$ cat config.mk
export PLATFORM = sky130hd
export DESIGN_NAME = peer_table_with_aging
export DESIGN_NICKNAME = d
export VERILOG_FILES = /design/src/design/ptwa_pkg.sv /design/src/design/peer_table_with_aging.sv /design/src/design/ptwa_cell.sv
export SDC_FILE = /design/constraint.sdc
export NUM_CORES = 1
export LEC_CHECK = 0
export ABC_AREA = 1
export CAP_MARGIN = 15
export CORE_AREA = 2 2 392 394
export CTS_CLUSTER_SIZE = 14
export DETAILED_ROUTE_END_ITERATION = 10
export DIE_AREA = 0 0 394 396
export DONT_BUFFER_PORTS = 1
export GPL_TIMING_DRIVEN = 0
export PLACE_DENSITY_LB_ADDON = 0.12
export SYNTH_ARGS = -nofsm -noshare
export SYNTH_HDL_FRONTEND = slang
export SYNTH_SLANG_ARGS = --single-unit
export TNS_END_PERCENT = 5
$ cat constraint.sdc
create_clock -name clk_i -period 95.4 [get_ports clk_i]
set_input_delay 14.31 -clock clk_i [delete_from_list [all_inputs] [get_ports clk_i]]
set_output_delay 14.31 -clock clk_i [all_outputs]
set_load 0.01 [all_outputs]
$ cat src/design/ptwa_pkg.sv
package ptwa_pkg;

  localparam int unsigned AddrW = 48;
  localparam int unsigned TimeW = 32;
  localparam int unsigned ThrW  = 31;
  localparam int unsigned CntOutW = 5;

  localparam logic [ThrW-1:0] ThrReset = 31'd60000;

  localparam logic [2:0] OP_ADD     = 3'd0;
  localparam logic [2:0] OP_REMOVE  = 3'd1;
  localparam logic [2:0] OP_QUERY   = 3'd2;
  localparam logic [2:0] OP_TOUCH   = 3'd3;
  localparam logic [2:0] OP_CLEANUP = 3'd4;

  localparam logic [1:0] ERR_NONE      = 2'd0;
  localparam logic [1:0] ERR_BAD_ADDR  = 2'd1;
  localparam logic [1:0] ERR_FULL      = 2'd2;
  localparam logic [1:0] ERR_NOT_FOUND = 2'd3;

  localparam logic [1:0] ST_UNKNOWN = 2'd0;
  localparam logic [1:0] ST_ONLINE  = 2'd1;
  localparam logic [1:0] ST_STALE   = 2'd2;
  localparam logic [1:0] ST_OFFLINE = 2'd3;

  typedef struct packed {
    logic             valid;
    logic [AddrW-1:0] addr;
    logic [TimeW-1:0] seen;
  } entry_t;

endpackage

$ cat src/design/peer_table_with_aging.sv
// Peer address table with aging.
// Input channel (in_valid_i/in_ready_o) carries one request beat: op_i, peer_address_i,
// now_ms_i and age_limit_i. Output channel (out_valid_o/out_ready_i) returns one
// result beat per request: ok_o, error_code_o, peer_status_o, removed_count_o and
// peer_count_o. The config channel (cfg_valid_i/cfg_ready_o/cfg_data_i) sets the
// stale threshold; write it only while no request is in flight.
// Entries live in a ring of PEER_SLOTS cells that rotates by one cell per cycle
// while a request is being worked on (S_SCAN, S_FILL) past a single compare/update
// head. A request makes one full rotation (S_SCAN) and then posts its result to the
// output register (S_DONE); an add that inserts a new address makes a second rotation
// (S_FILL) before S_DONE. One request is in flight at a time; in_ready_o is high
// again once the result sits in the output register.
// If the receiver stalls, the result is held in the output register and the next
// request may still run; its result then waits until the output register drains.
// Reset empties the table (valid bits cleared at once, no sweep) and sets the
// threshold to 60000 ms.
module peer_table_with_aging
  import ptwa_pkg::*;
#(
  parameter int unsigned PEER_SLOTS = 16
) (
  input  logic                clk_i,
  input  logic                rst_ni,
  input  logic                in_valid_i,
  output logic                in_ready_o,
  input  logic [2:0]          op_i,
  input  logic [AddrW-1:0]    peer_address_i,
  input  logic [TimeW-1:0]    now_ms_i,
  input  logic [TimeW-1:0]    age_limit_i,
  output logic                out_valid_o,
  input  logic                out_ready_i,
  output logic                ok_o,
  output logic [1:0]          error_code_o,
  output logic [1:0]          peer_status_o,
  output logic [CntOutW-1:0]  removed_count_o,
  output logic [CntOutW-1:0]  peer_count_o,
  input  logic                cfg_valid_i,
  output logic                cfg_ready_o,
  input  logic [ThrW-1:0]     cfg_data_i
);

  localparam int unsigned IdxW = (PEER_SLOTS > 1) ? $clog2(PEER_SLOTS) : 1;
  localparam int unsigned CntW = $clog2(PEER_SLOTS + 1);

  localparam logic [1:0] S_IDLE = 2'd0;
  localparam logic [1:0] S_SCAN = 2'd1;
  localparam logic [1:0] S_FILL = 2'd2;
  localparam logic [1:0] S_DONE = 2'd3;

  logic [1:0]       phase_q;
  logic [IdxW-1:0]  idx_q;
  logic             last_step;
  logic             shift;

  logic [2:0]       op_q;
  logic [AddrW-1:0] addr_q;
  logic [TimeW-1:0] now_q;
  logic [TimeW-1:0] limit_q;
  logic [ThrW-1:0]  thr_q;

  logic             found_q, found_d;
  logic             free_q, free_d;
  logic             ins_q, ins_d;
  logic [1:0]       status_q, status_d;
  logic [CntW-1:0]  rm_q, rm_d;
  logic [CntW-1:0]  count_q, count_d;

  logic             bad_addr;
  logic             accept;
  logic             out_load;

  entry_t           ring [PEER_SLOTS];
  entry_t           head;
  entry_t           cur;
  logic [TimeW-1:0] age;
  logic             match;
  logic [PEER_SLOTS-1:0] valid_vec;

  logic             out_valid_q;
  logic             ok_q;
  logic [1:0]       err_q;
  logic [1:0]       pst_q;
  logic [CntW-1:0]  rmo_q;
  logic [CntW-1:0]  cnto_q;

  logic             res_ok;
  logic [1:0]       res_err;
  logic [1:0]       res_st;
  logic [CntW-1:0]  res_rm;

  assign shift     = (phase_q == S_SCAN) || (phase_q == S_FILL);
  assign last_step = (idx_q == IdxW'(PEER_SLOTS - 1));
  assign bad_addr  = (~|addr_q) || (&addr_q);

  for (genvar k = 0; k < PEER_SLOTS; k++) begin : g_cell
    entry_t in_k;
    if (k == PEER_SLOTS - 1) begin : g_tail
      assign in_k = head;
    end else begin : g_mid
      assign in_k = ring[k+1];
    end
    ptwa_cell u_cell (
      .clk_i   (clk_i),
      .rst_ni  (rst_ni),
      .shift_i (shift),
      .entry_i (in_k),
      .entry_o (ring[k])
    );
    assign valid_vec[k] = ring[k].valid;
  end

  assign cur   = ring[0];
  assign age   = now_q - cur.seen;
  assign match = cur.valid && (cur.addr == addr_q);

  always_comb begin
    head     = cur;
    found_d  = found_q;
    free_d   = free_q;
    ins_d    = ins_q;
    status_d = status_q;
    rm_d     = rm_q;
    count_d  = count_q;
    if (accept) begin
      found_d  = 1'b0;
      free_d   = 1'b0;
      ins_d    = 1'b0;
      status_d = ST_UNKNOWN;
      rm_d     = '0;
    end else if (phase_q == S_SCAN) begin
      case (op_q)
        OP_ADD: begin
          if (match) found_d = 1'b1;
          if (!cur.valid) free_d = 1'b1;
        end
        OP_REMOVE: begin
          if (match) begin
            head.valid = 1'b0;
            found_d    = 1'b1;
            count_d    = count_q - CntW'(1);
          end
        end
        OP_QUERY: begin
          if (match) begin
            found_d = 1'b1;
            if (age < {1'b0, thr_q}) status_d = ST_ONLINE;
            else if (age < {thr_q, 1'b0}) status_d = ST_STALE;
            else status_d = ST_OFFLINE;
          end
        end
        OP_TOUCH: begin
          if (match) begin
            head.seen = now_q;
            found_d   = 1'b1;
          end
        end
        OP_CLEANUP: begin
          if (cur.valid && (age > limit_q)) begin
            head.valid = 1'b0;
            rm_d       = rm_q + CntW'(1);
            count_d    = count_q - CntW'(1);
          end
        end
        default: ;
      endcase
    end else if (phase_q == S_FILL) begin
      if (!cur.valid && !ins_q) begin
        head.valid = 1'b1;
        head.addr  = addr_q;
        head.seen  = now_q;
        ins_d      = 1'b1;
        count_d    = count_q + CntW'(1);
      end
    end
  end

  always_comb begin
    res_ok  = 1'b0;
    res_err = ERR_NONE;
    res_st  = ST_UNKNOWN;
    res_rm  = '0;
    case (op_q)
      OP_ADD: begin
        if (bad_addr) res_err = ERR_BAD_ADDR;
        else if (found_q) res_ok = 1'b1;
        else if (!free_q) res_err = ERR_FULL;
        else res_ok = 1'b1;
      end
      OP_REMOVE: begin
        res_ok  = found_q;
        res_err = found_q ? ERR_NONE : ERR_NOT_FOUND;
        res_rm  = found_q ? CntW'(1) : '0;
      end
      OP_QUERY: begin
        res_ok  = found_q;
        res_err = found_q ? ERR_NONE : ERR_NOT_FOUND;
        res_st  = found_q ? status_q : ST_UNKNOWN;
      end
      OP_TOUCH: begin
        res_ok  = found_q;
        res_err = found_q ? ERR_NONE : ERR_NOT_FOUND;
      end
      OP_CLEANUP: begin
        res_ok = 1'b1;
        res_rm = rm_q;
      end
      default: ;
    endcase
  end

  assign in_ready_o = (phase_q == S_IDLE);
  assign accept     = in_valid_i && in_ready_o;
  assign out_load   = (phase_q == S_DONE) && (!out_valid_q || out_ready_i);

  always_ff @(posedge clk_i or negedge rst_ni) begin
    if (!rst_ni) begin
      phase_q  <= S_IDLE;
      idx_q    <= '0;
      found_q  <= 1'b0;
      free_q   <= 1'b0;
      ins_q    <= 1'b0;
      status_q <= ST_UNKNOWN;
      rm_q     <= '0;
      count_q  <= '0;
    end else begin
      found_q  <= found_d;
      free_q   <= free_d;
      ins_q    <= ins_d;
      status_q <= status_d;
      rm_q     <= rm_d;
      count_q  <= count_d;
      case (phase_q)
        S_IDLE: begin
          if (accept) begin
            phase_q <= S_SCAN;
            idx_q   <= '0;
          end
        end
        S_SCAN: begin
          if (last_step) begin
            idx_q <= '0;
            if (op_q == OP_ADD && !bad_addr && !found_d && free_d) phase_q <= S_FILL;
            else phase_q <= S_DONE;
          end else begin
            idx_q <= idx_q + IdxW'(1);
          end
        end
        S_FILL: begin
          if (last_step) begin
            idx_q   <= '0;
            phase_q <= S_DONE;
          end else begin
            idx_q <= idx_q + IdxW'(1);
          end
        end
        S_DONE: begin
          if (out_load) phase_q <= S_IDLE;
        end
        default: phase_q <= S_IDLE;
      endcase
    end
  end

  always_ff @(posedge clk_i) begin
    if (accept) begin
      op_q    <= op_i;
      addr_q  <= peer_address_i;
      now_q   <= now_ms_i;
      limit_q <= age_limit_i;
    end
  end

  always_ff @(posedge clk_i or negedge rst_ni) begin
    if (!rst_ni) begin
      thr_q <= ThrReset;
    end else if (cfg_valid_i) begin
      thr_q <= cfg_data_i;
    end
  end

  assign cfg_ready_o = 1'b1;

  always_ff @(posedge clk_i or negedge rst_ni) begin
    if (!rst_ni) begin
      out_valid_q <= 1'b0;
    end else if (out_load) begin
      out_valid_q <= 1'b1;
    end else if (out_ready_i) begin
      out_valid_q <= 1'b0;
    end
  end

  always_ff @(posedge clk_i) begin
    if (out_load) begin
      ok_q   <= res_ok;
      err_q  <= res_err;
      pst_q  <= res_st;
      rmo_q  <= res_rm;
      cnto_q <= count_q;
    end
  end

  assign out_valid_o     = out_valid_q;
  assign ok_o            = ok_q;
  assign error_code_o    = err_q;
  assign peer_status_o   = pst_q;
  assign removed_count_o = CntOutW'(rmo_q);
  assign peer_count_o    = CntOutW'(cnto_q);

`ifndef ASSERT_OFF
  a_count_matches: assert property (@(posedge clk_i) disable iff (!rst_ni)
    (phase_q == S_IDLE) |-> ($countones(valid_vec) == int'(count_q)))
    else $error("peer count disagrees with valid cells");

  a_count_bound: assert property (@(posedge clk_i) disable iff (!rst_ni)
    int'(count_q) <= int'(PEER_SLOTS))
    else $error("peer count above table size");

  a_fill_legal: assert property (@(posedge clk_i) disable iff (!rst_ni)
    (phase_q == S_FILL) |-> (free_q && !found_q && !bad_addr && op_q == OP_ADD))
    else $error("insert pass without a free slot or with a duplicate");

  a_insert_done: assert property (@(posedge clk_i) disable iff (!rst_ni)
    (phase_q == S_DONE && op_q == OP_ADD && !bad_addr && !found_q && free_q) |-> ins_q)
    else $error("add finished without inserting");

  a_ring_home: assert property (@(posedge clk_i) disable iff (!rst_ni)
    (phase_q == S_DONE || phase_q == S_IDLE) |-> (idx_q == '0))
    else $error("ring left mid rotation");
`endif

endmodule

$ cat src/design/ptwa_cell.sv
module ptwa_cell
  import ptwa_pkg::*;
(
  input  logic   clk_i,
  input  logic   rst_ni,
  input  logic   shift_i,
  input  entry_t entry_i,
  output entry_t entry_o
);

  logic             valid_q;
  logic [AddrW-1:0] addr_q;
  logic [TimeW-1:0] seen_q;

  always_ff @(posedge clk_i or negedge rst_ni) begin
    if (!rst_ni) begin
      valid_q <= 1'b0;
    end else if (shift_i) begin
      valid_q <= entry_i.valid;
    end
  end

  always_ff @(posedge clk_i) begin
    if (shift_i) begin
      addr_q <= entry_i.addr;
      seen_q <= entry_i.seen;
    end
  end

  assign entry_o = '{valid: valid_q, addr: addr_q, seen: seen_q};

endmodule
==> results, run 1 <==
- Of the cells placed in the final design, the portion with a size suffix greater than 1 is 0.09023.
- For this run, the total global-route usage over all layers was measured as 0.1361.
- For this run, the register share of the synthesized area comes to 0.8325.
- After routing the design area is 61,220 sq um.
- Summing over every cut layer, the via total after detailed routing is 25,310.
- The initial utilization of the core area, before any placement, comes to 0.3494.
- The share of power burned in the clock network is 0.228.
- The number of rows in the core area is 143.
- The biggest area contributor in the post-synthesis netlist is edfxtp_1.
- The H-tree generated during clock tree synthesis spans 4 levels.
- The number of nets still failing antenna checks after routing is 0.
- In the routed design, unresolved DRC markers number 0.
- The power density normalized to cell area is 42.23 nW/um^2.
- The static power due to leakage is 22.55 nW.
- Measured along the y axis, the die boundary spans 396 um.
- Along the worst path, the maximum fanout reaches 5.
- The die area is 156,000 sq um.
- The largest incremental delay on the critical path is 420 ps.
- The final-report hold violation count is 0.
- The layout overhead on the synthesized area is 15.63%.
- At the end of routability-driven placement, the weighted congestion stood at 0.8352.
- The number of buffers inserted by post-CTS setup repair is 0.
- During placement, the flow inserted port buffers numbering 0.
- In this run, post-CTS hold repair placed 0 buffers.
- The synthesized design contains 1,479 register bits.
- In this run the cell area of the synthesized design comes to 52,950 sq um.
- The total of max-cap violations is 0.
- The root cell of the clock tree is clkbuf_16.
- In the synthesized netlist the dominant register cell turns out to be edfxtp_1.
- STA classifies the critical path startpoint as a flip-flop.
- Dividing the detail-routed via count by the number of cells gives 4.589.
- The top achievable clock speed is 62.92 MHz.
- The later pin in the worst-skew pair is clocked with a latency of 790 ps.
- The min-delay analysis places its worst path in the category flip-flop to flip-flop.
- The setup slack after placement is 78,690 ps.
- Synthesis produced 3,175 cells.
- The number of global-route vias before repair was 25,540.
- The average detailed-routed wire length per instance is 19.26 um.
- The average size of a mapped cell is 16.68 sq um.
- The library cells used most frequently in the layout, excluding fill and tap cells, are edfxtp_1, nand2_1, inv_1.
- Setup repair after global routing left no endpoint under its margin.
- The worst slew margin relative to its limit is 0.4013.
- The first global-routing pass estimated 159,200 um of wire.
- The switching fraction of total power is 0.3194.
- Clock-pin slew was measured on the worst setup and hold paths at 60 ps.
- Of all flip-flops after synthesis, the portion carrying an async set or reset was 0.04665.
- The final-report max-slew violation count is 0.
- The final standard cell utilization of the core is 0.4040.
- The leading cell type in the layout, fill and taps excluded is edfxtp_1.
- The number of buffers and inverters on the critical path is 1.
- The share of synthesized area in the top cell type comes to 0.7997.
- For this block, the routed nets add up to 106,200 um of wire.
- The post-layout minimum cycle time is 15,890 ps.
- The number of flops mapped to enable cells by yosys is 1,410.
- The final sum of negative setup slack is 0 ps.
- The critical path start-end classification is flip-flop to output pin.
- The number of ports placed on the die boundary is 169.
- The reported net switching power is 825.8 uW.
- The fraction of power consumed by sequential logic is 0.522.
- In this run, post-CTS repair resized a total of 0 instances.
- Cell internal power was estimated by the tool at 1.760 mW.
- Data arrives at the worst endpoint at 1580 ps.
- The number of DRC violations after detailed-routing iteration 0 is 2,093.
- Buffers inserted during clock tree synthesis total 155.
- For the final database, setup skew stands at 59.95 ps.
- The first-pass iteration count of the detailed router is 5.
- Entering global routing, the biggest net connects 79 pins.
- The capturing element type of the critical path is an output pin.
- Of the available clock period, the critical path in the final layout requires 0.1666.
- The layout filler cell count is 13,660.
- For this run, the post-layout net count is 3,642.
- The combinational fraction of design power is 0.250.
- The family with the most delay on the worst path is flip-flops.
- The floorplan step defined a core boundary enclosing 151,500 sq um.
- By area the synthesized netlist is led by edfxtp_1, nand2_1, ha_1.
- The data required time at the worst endpoint is 81,090 ps.
- In this run the cell area measured after placement is 56,120 sq um.
- The die boundary width is 394 um.
- The slowest stage of the critical path belongs to the cell dfrtp_1.
- The run finished with clean final reports.
- In this run the deepest clock path goes through 3 buffers.
- The number of distinct standard cells referenced by the synthesized netlist is 52.
- The final setup violation count is 0.
- The signal on the critical path passes through inv_1 > ha_4.
- After global routing the overflow that remains totals 0.
- CTS saw 1,479 sinks.
- IR analysis of the VDD net gives a maximum drop of 30.91 uV.
- TritonCTS built the clock tree.
- The number of antenna violations at the first check in global routing is 22.
- Synthesis produced a netlist with a net count of 3,460.
- The least setup slack across all paths after layout is 79,510 ps.
- For the pin with the worst max-slew slack, the measured transition is 886.8 ps.
- For this run, the number of Yosys warnings is 0.
- After legalization and detailed placement, the total HPWL measured 71,550 um.
-- metal layers --
metal	vias up	GRT usage	wire (um)
met3	198	0.03847	6406
met2	550	0.1948	45380
li1	11830	-	-
met1	12710	0.1963	51430
met4	16	0.05097	2934
met5	-	0	79
-- power by group through the flow --
stage               combinational [mW]  sequential [mW]  clock [mW]
floorplan                        0.416             1.90           0
global placement                 0.582             2.13           0
detailed placement               0.658             1.36           0
CTS                              0.660             1.36       0.615
global route                     0.731             1.39       0.640
finish                           0.646             1.35       0.591
-- final cells by class --
type,instances,area (sq um),share of cell area
Antenna cell,5,12.51,0.0002044
Buffer,51,284.0,0.004639
Clock buffer,205,4158,0.06791
Clock inverter,75,933.4,0.01525
Inverter,314,1179,0.01925
Multi-Input combinational cell,1331,7428,0.1213
Sequential cell,1479,44080,0.7199
Tap cell,2030,2540,0.04149
Timing Repair Buffer,25,613.1,0.01001
-- kinds of logic after synthesis --
| group | count (synthesis) | synth area share |
|---|---|---|
| AND/OR/NAND/NOR | 775 | 0.06069 |
| adder cells (fa/ha/maj) | 134 | 0.03195 |
| flip-flops | 1479 | 0.8325 |
| multiplexers | 4 | 0.0008507 |
| XOR/XNOR | 51 | 0.008436 |
| buffers and inverters | 365 | 0.02755 |
| AO/OA/AOI/OAI | 366 | 0.03800 |
| other | 1 | 0.00007083 |
-- per-stage QoR --
step	total power, mW	instances	hold WS [ps]
3_5_place_dp	2.018	5230	404.5
2_1_floorplan	2.314	3175	400.3
3_3_place_gp	2.716	5205	400.3
4_1_cts	2.632	5510	383.5
5_1_grt	2.756	5513	382.3
6_report	2.586	5515	378.9
-- worst paths after layout --
| check | endpoint | slack [ps] | depth (start not counted) | startpoint |
|---|---|---|---|---|
| min in group asynchronous | count_q[4]$_DFFE_PN0P_ | 13260 | 0 | rst_ni |
| worst max register to register | status_q[0]$_DFFE_PN0P_ | 90280 | 17 | now_q[6]$_DFFE_PP_ |
| max in group asynchronous | thr_q[13]$_DFFE_PN1P_ | 81750 | 0 | rst_ni |
| worst min-delay path | g_cell[3].u_cell.seen_q[27]$_DFFE_PP_ | 380 | 0 | g_cell[4].u_cell.seen_q[27]$_DFFE_PP_ |
| worst min register to register | g_cell[3].u_cell.seen_q[27]$_DFFE_PP_ | 380 | 0 | g_cell[4].u_cell.seen_q[27]$_DFFE_PP_ |
| worst max-delay path | in_ready_o | 79510 | 2 | phase_q[0]$_DFFE_PN0P_ |
-- Yosys cell counts (4+ instances only) --
| cell type | instances |
|---|---|
| edfxtp_1 | 1410 |
| nand2_1 | 492 |
| inv_1 | 309 |
| o21ai_0 | 173 |
| a21oi_1 | 134 |
| ha_1 | 132 |
| nor2_1 | 132 |
| nand3_1 | 82 |
| dfrtp_1 | 62 |
| nand4_1 | 34 |
| clkbuf_1 | 29 |
| a21oi_2 | 27 |
| xor2_1 | 27 |
| xnor2_1 | 24 |
| nor3_1 | 12 |
| buf_2 | 9 |
| a21o_1 | 7 |
| dfstp_2 | 7 |
| buf_6 | 6 |
| inv_2 | 5 |
| nor3b_1 | 5 |
| o21bai_1 | 5 |
| mux2_2 | 4 |
| nor4_1 | 4 |
| o21a_1 | 4 |
-- worst reg2reg max path: cells and delay by family, from the launching register on --
kind	cells	cell delay (ps)
and+or+nand+nor	10	1830
AOI/OAI and AO/OA	4	1560
xor gates and xnor gates	1	300
DFF	1	500
adders and majority gates	2	820
-- registers in the layout (all words and copies together) (netlist names), 2 cells and up --
register,flops
g_cell.u_cell.addr_q,768
g_cell.u_cell.seen_q,512
addr_q,48
limit_q,32
now_q,32
thr_q,31
g_cell.u_cell.valid_q,16
count_q,5
peer_count_o,5
removed_count_o,5
rm_q,5
idx_q,4
op_q,3
error_code_o,2
peer_status_o,2
phase_q,2
status_q,2
(Power assumes the default switching activity.)
==> inputs of run 2 (changes only) <==
- clock period: 95.4 -> 15.8 ns (I/O delays scaled with it)
==> results, run 2 (synthesis gave the netlist of run 1 again) <==
- The internal power is 10.62 mW (was 1.760 mW).
- The final-report hold violation count is 0 (unchanged).
- The worst-case hold slack is 377.5 ps (was 378.9 ps).
- The layout filler cell count is 13,620 (was 13,660).
- Status: complete, no violations (unchanged).
- The top achievable clock speed is 200.1 MHz.
- The combinational fraction of design power is 0.249 (was 0.250).
- The switching fraction of total power is 0.3212 (was 0.3194).
- Biggest regs: g_cell.u_cell.addr_q (768), g_cell.u_cell.seen_q (512), addr_q (48) (unchanged).
- The CTS tree is yes (unchanged).
- The layout overhead on the synthesized area is 15.78% (was 15.63%).
- The total core area is 151,500 sq um (unchanged).
- The setup slack after placement is 10,460 ps (was 78,690 ps).
- The transition at the pin with the smallest max-transition slack is 808.7 ps (was 886.8 ps).
- Most used cells in the layout excluding fill and tap cells: edfxtp_1, nand2_1, inv_1 (unchanged).
- The routability-driven placement congestion ratio is 0.8329 (was 0.8352).
- The final sum of negative setup slack is 0 ps (unchanged).
- The largest net degree at the start of global routing came to 82 (was 79).
- The largest incremental delay on the critical path is 640 ps (was 420 ps).
- The wire length of the first global-routing pass is 158,200 um (was 159,200 um).
- The post-layout minimum cycle time is 4996 ps.
- Of the available clock period, the critical path in the final layout requires 0.3162.
- The die area is 156,000 sq um (unchanged).
- The aggregate global-route resource usage is 0.1350 (was 0.1361).
- The final-report max-slew violation count is 0 (unchanged).
- The worst reg2reg path depth is 18 (was 17).
- The worst-skew pair later-pin latency is 790 ps (about the same).
- The number of antenna violations at the first check in global routing is 27 (was 22).
- The number of DRC violations after detailed-routing iteration 0 is 2,129 (was 2,093).
- The number of instances resized during post-cts repair is 0 (unchanged).
- The flip-flop count of the largest register after layout is 768 (unchanged).
- The leading cell type in the layout, fill and taps excluded is edfxtp_1 (unchanged).
- The post-CTS clock slew at the launch and capture registers of the worst setup and hold paths came to 60 ps (about the same).
- The capturing element type of the critical path is a flip-flop (was output pin).
- The worst slew margin relative to its limit is 0.4551 (was 0.4013).
- The number of global-route vias before repair is 25,300 (was 25,540).
- The register containing the most flip-flops in the final layout was g_cell.u_cell.addr_q (unchanged).
- The kind of path behind the tightest hold check was flip-flop to flip-flop (unchanged).
- The number of stages on the worst setup path came to 18 (was 2).
- The worst reg2reg path startpoint is g_cell[0].u_cell.seen_q[5]$_DFFE_PP_ (was now_q[6]$_DFFE_PP_).
- The number of nets still failing antenna checks after routing is 0 (unchanged).
- The number of sinks driven by the clock tree is 1,479 (unchanged).
- The data required time at the worst endpoint is 16,470 ps (was 81,090 ps).
- The number of nets in the layout came to 3,647 (was 3,642).
- The data arrival time at the worst-slack endpoint is 5670 ps (was 1580 ps).
- The die outline height is 396 um (unchanged).
- The critical path start-end classification is flip-flop to flip-flop (was flip-flop to output pin).
- The HPWL after detailed placement was 71,020 um (was 71,550 um).
- The reported net switching power is 5.025 mW (was 825.8 uW).
- The setup slack of the worst register-to-register path was 10,800 ps (was 90,280 ps).
- The critical path's slowest cell is nor3_1 (was dfrtp_1).
- The number of vias per cell after detailed routing was 4.627 (was 4.589).
- The wire length reported by the detailed router is 106,300 um (was 106,200 um).
- The buffer levels on the longest clock path is 3 (unchanged).
- The maximum fanout along the worst path came to 4 (was 5).
- The post-cts hold buffer count is 0 (unchanged).
- The fraction of power consumed by sequential logic is 0.521 (was 0.522).
- The most used cell along the critical path is nand2_1.
- The fraction of layout instances using a drive strength above 1 is 0.09326 (was 0.09023).
- The first-pass iteration count of the detailed router is 5 (unchanged).
- The combined buffer and inverter count along the critical path is 2 (was 1).
- The family with the most delay on the worst path is compound AO/OA/AOI/OAI gates (was flip-flops).
- The total via count after detailed routing was 25,560 (was 25,310).
- The share of power burned in the clock network was 0.231 (was 0.228).
- The number of remaining DRC errors is 0 (unchanged).
- The endpoint of the worst register-to-register path is status_q[0]$_DFFE_PN0P_ (unchanged).
- The worst ir drop on vdd is 146.5 uV (was 30.91 uV).
- Critical path cell sequence: inv_1 > ha_1 > a21oi_1 > o21ai_0 > a21oi_1 > o21ai_0 > xor2_1 > ha_1 > nand2_1 > inv_1 > nand3_1 > nor3_1 > o21ai_0 > nand2_1 > a21oi_1 > nand2_1 > nand2_1 > nand2_1 (was inv_1 > ha_4).
- The static power due to leakage is 22.56 nW (was 22.55 nW).
- The number of buffers created by CTS is 160 (was 155).
- The number of ports placed on the die boundary is 169 (unchanged).
- The quantity of I/O buffers inserted on ports is 0 (unchanged).
- The number of buffers inserted by post-CTS setup repair was 0 (unchanged).
- The average detailed-routed wire length per instance came to 19.25 um (was 19.26 um).
- The final clock skew is 68.60 ps (was 59.95 ps).
- The level count of the clock H-tree was 4 (unchanged).
- The least setup slack across all paths after layout is 10,800 ps (was 79,510 ps).
- The number of rows in the core area is 143 (unchanged).
- The total of max-cap violations is 0 (unchanged).
- The die boundary width is 394 um (unchanged).
- The power density normalized to cell area is 255.2 nW/um^2 (was 42.23 nW/um^2).
- The starting density of the core is 0.3494 (unchanged).
- The final setup violation count is 0 (unchanged).
- The root cell of the clock tree is clkbuf_16 (unchanged).
- The critical path capture point is status_q[0]$_DFFE_PN0P_ (was in_ready_o).
- The startpoint type of the worst setup path is a flip-flop (unchanged).
- Unrepaired setup endpoints after global routing: no (unchanged).
- The start point of the critical path is g_cell[0].u_cell.seen_q[5]$_DFFE_PP_ (was phase_q[0]$_DFFE_PN0P_).
- The sum of overflow across all layers after global routing came to 0 (unchanged).
## run 2: cell types whose count changed in the layout (fill, tap and decap cells not counted), sizes merged
| cell | delta |
|---|---|
| diode | +4 |
| bufinv | -1 |
| clkinvlp | +9 |
| clkbuf | -11 |
| clkinv | +8 |
## run 2: power groups by stage
stage	clock network, mW	registers [mW]	logic, mW
finish	3.61	8.15	3.89
global route	3.90	8.37	4.40
CTS	3.75	8.20	3.97
detailed placement	0	8.21	3.95
global placement	0	9.04	3.24
floorplan	0	8.92	2.50
## run 2: per-layer routing
| metal | routed length, um | track usage | share of wire | up-vias |
|---|---|---|---|---|
| li1 | - | - | - | 11870 |
| met1 | 50820 | 0.1953 | 0.48 | 12880 |
| met2 | 45070 | 0.1905 | 0.42 | 594 |
| met3 | 7094 | 0.04044 | 0.067 | 197 |
| met4 | 3214 | 0.05118 | 0.030 | 18 |
| met5 | 116 | 0 | 0.0011 | - |
## run 2: how the worst min path moves through the flow
stage / start / endpoint / slack (ps) / cells past startpoint
after floorplan: g_cell[1].u_cell.addr_q[0]$_DFFE_PP_ / g_cell[0].u_cell.addr_q[0]$_DFFE_PP_ / 400 / 0
after global placement: g_cell[5].u_cell.seen_q[24]$_DFFE_PP_ / g_cell[4].u_cell.seen_q[24]$_DFFE_PP_ / 400 / 0
after detailed placement: g_cell[1].u_cell.addr_q[28]$_DFFE_PP_ / g_cell[0].u_cell.addr_q[28]$_DFFE_PP_ / 400 / 0
after CTS: g_cell[10].u_cell.addr_q[4]$_DFFE_PP_ / g_cell[9].u_cell.addr_q[4]$_DFFE_PP_ / 370 / 0
after global routing: g_cell[10].u_cell.addr_q[4]$_DFFE_PP_ / g_cell[9].u_cell.addr_q[4]$_DFFE_PP_ / 370 / 0
final: g_cell[15].u_cell.addr_q[4]$_DFFE_PP_ / g_cell[14].u_cell.addr_q[4]$_DFFE_PP_ / 380 / 0
## run 2: cell type report
class,count,area (sq um),share of cell area
Inverter,314,1179,0.01923
Sequential cell,1479,44080,0.7190
Antenna cell,9,22.52,0.0003674
Multi-Input combinational cell,1331,7428,0.1212
Timing Repair Buffer,25,594.3,0.009695
Tap cell,2030,2540,0.04143
Clock buffer,194,4151,0.06772
Clock inverter,91,1027,0.01676
Buffer,51,284.0,0.004633
## run 2: metrics by stage
| step | power, mW | std cells | instance area, sq um | util |
|---|---|---|---|---|
| finish | 15.65 | 5524 | 61300 | 0.4045 |
| global placement | 12.28 | 5205 | 55500 | 0.3662 |
| CTS | 15.92 | 5515 | 61280 | 0.4044 |
| detailed placement | 12.17 | 5230 | 56100 | 0.3702 |
| floorplan | 11.42 | 3175 | 52960 | - |
| global route | 16.67 | 5517 | 61290 | 0.4044 |
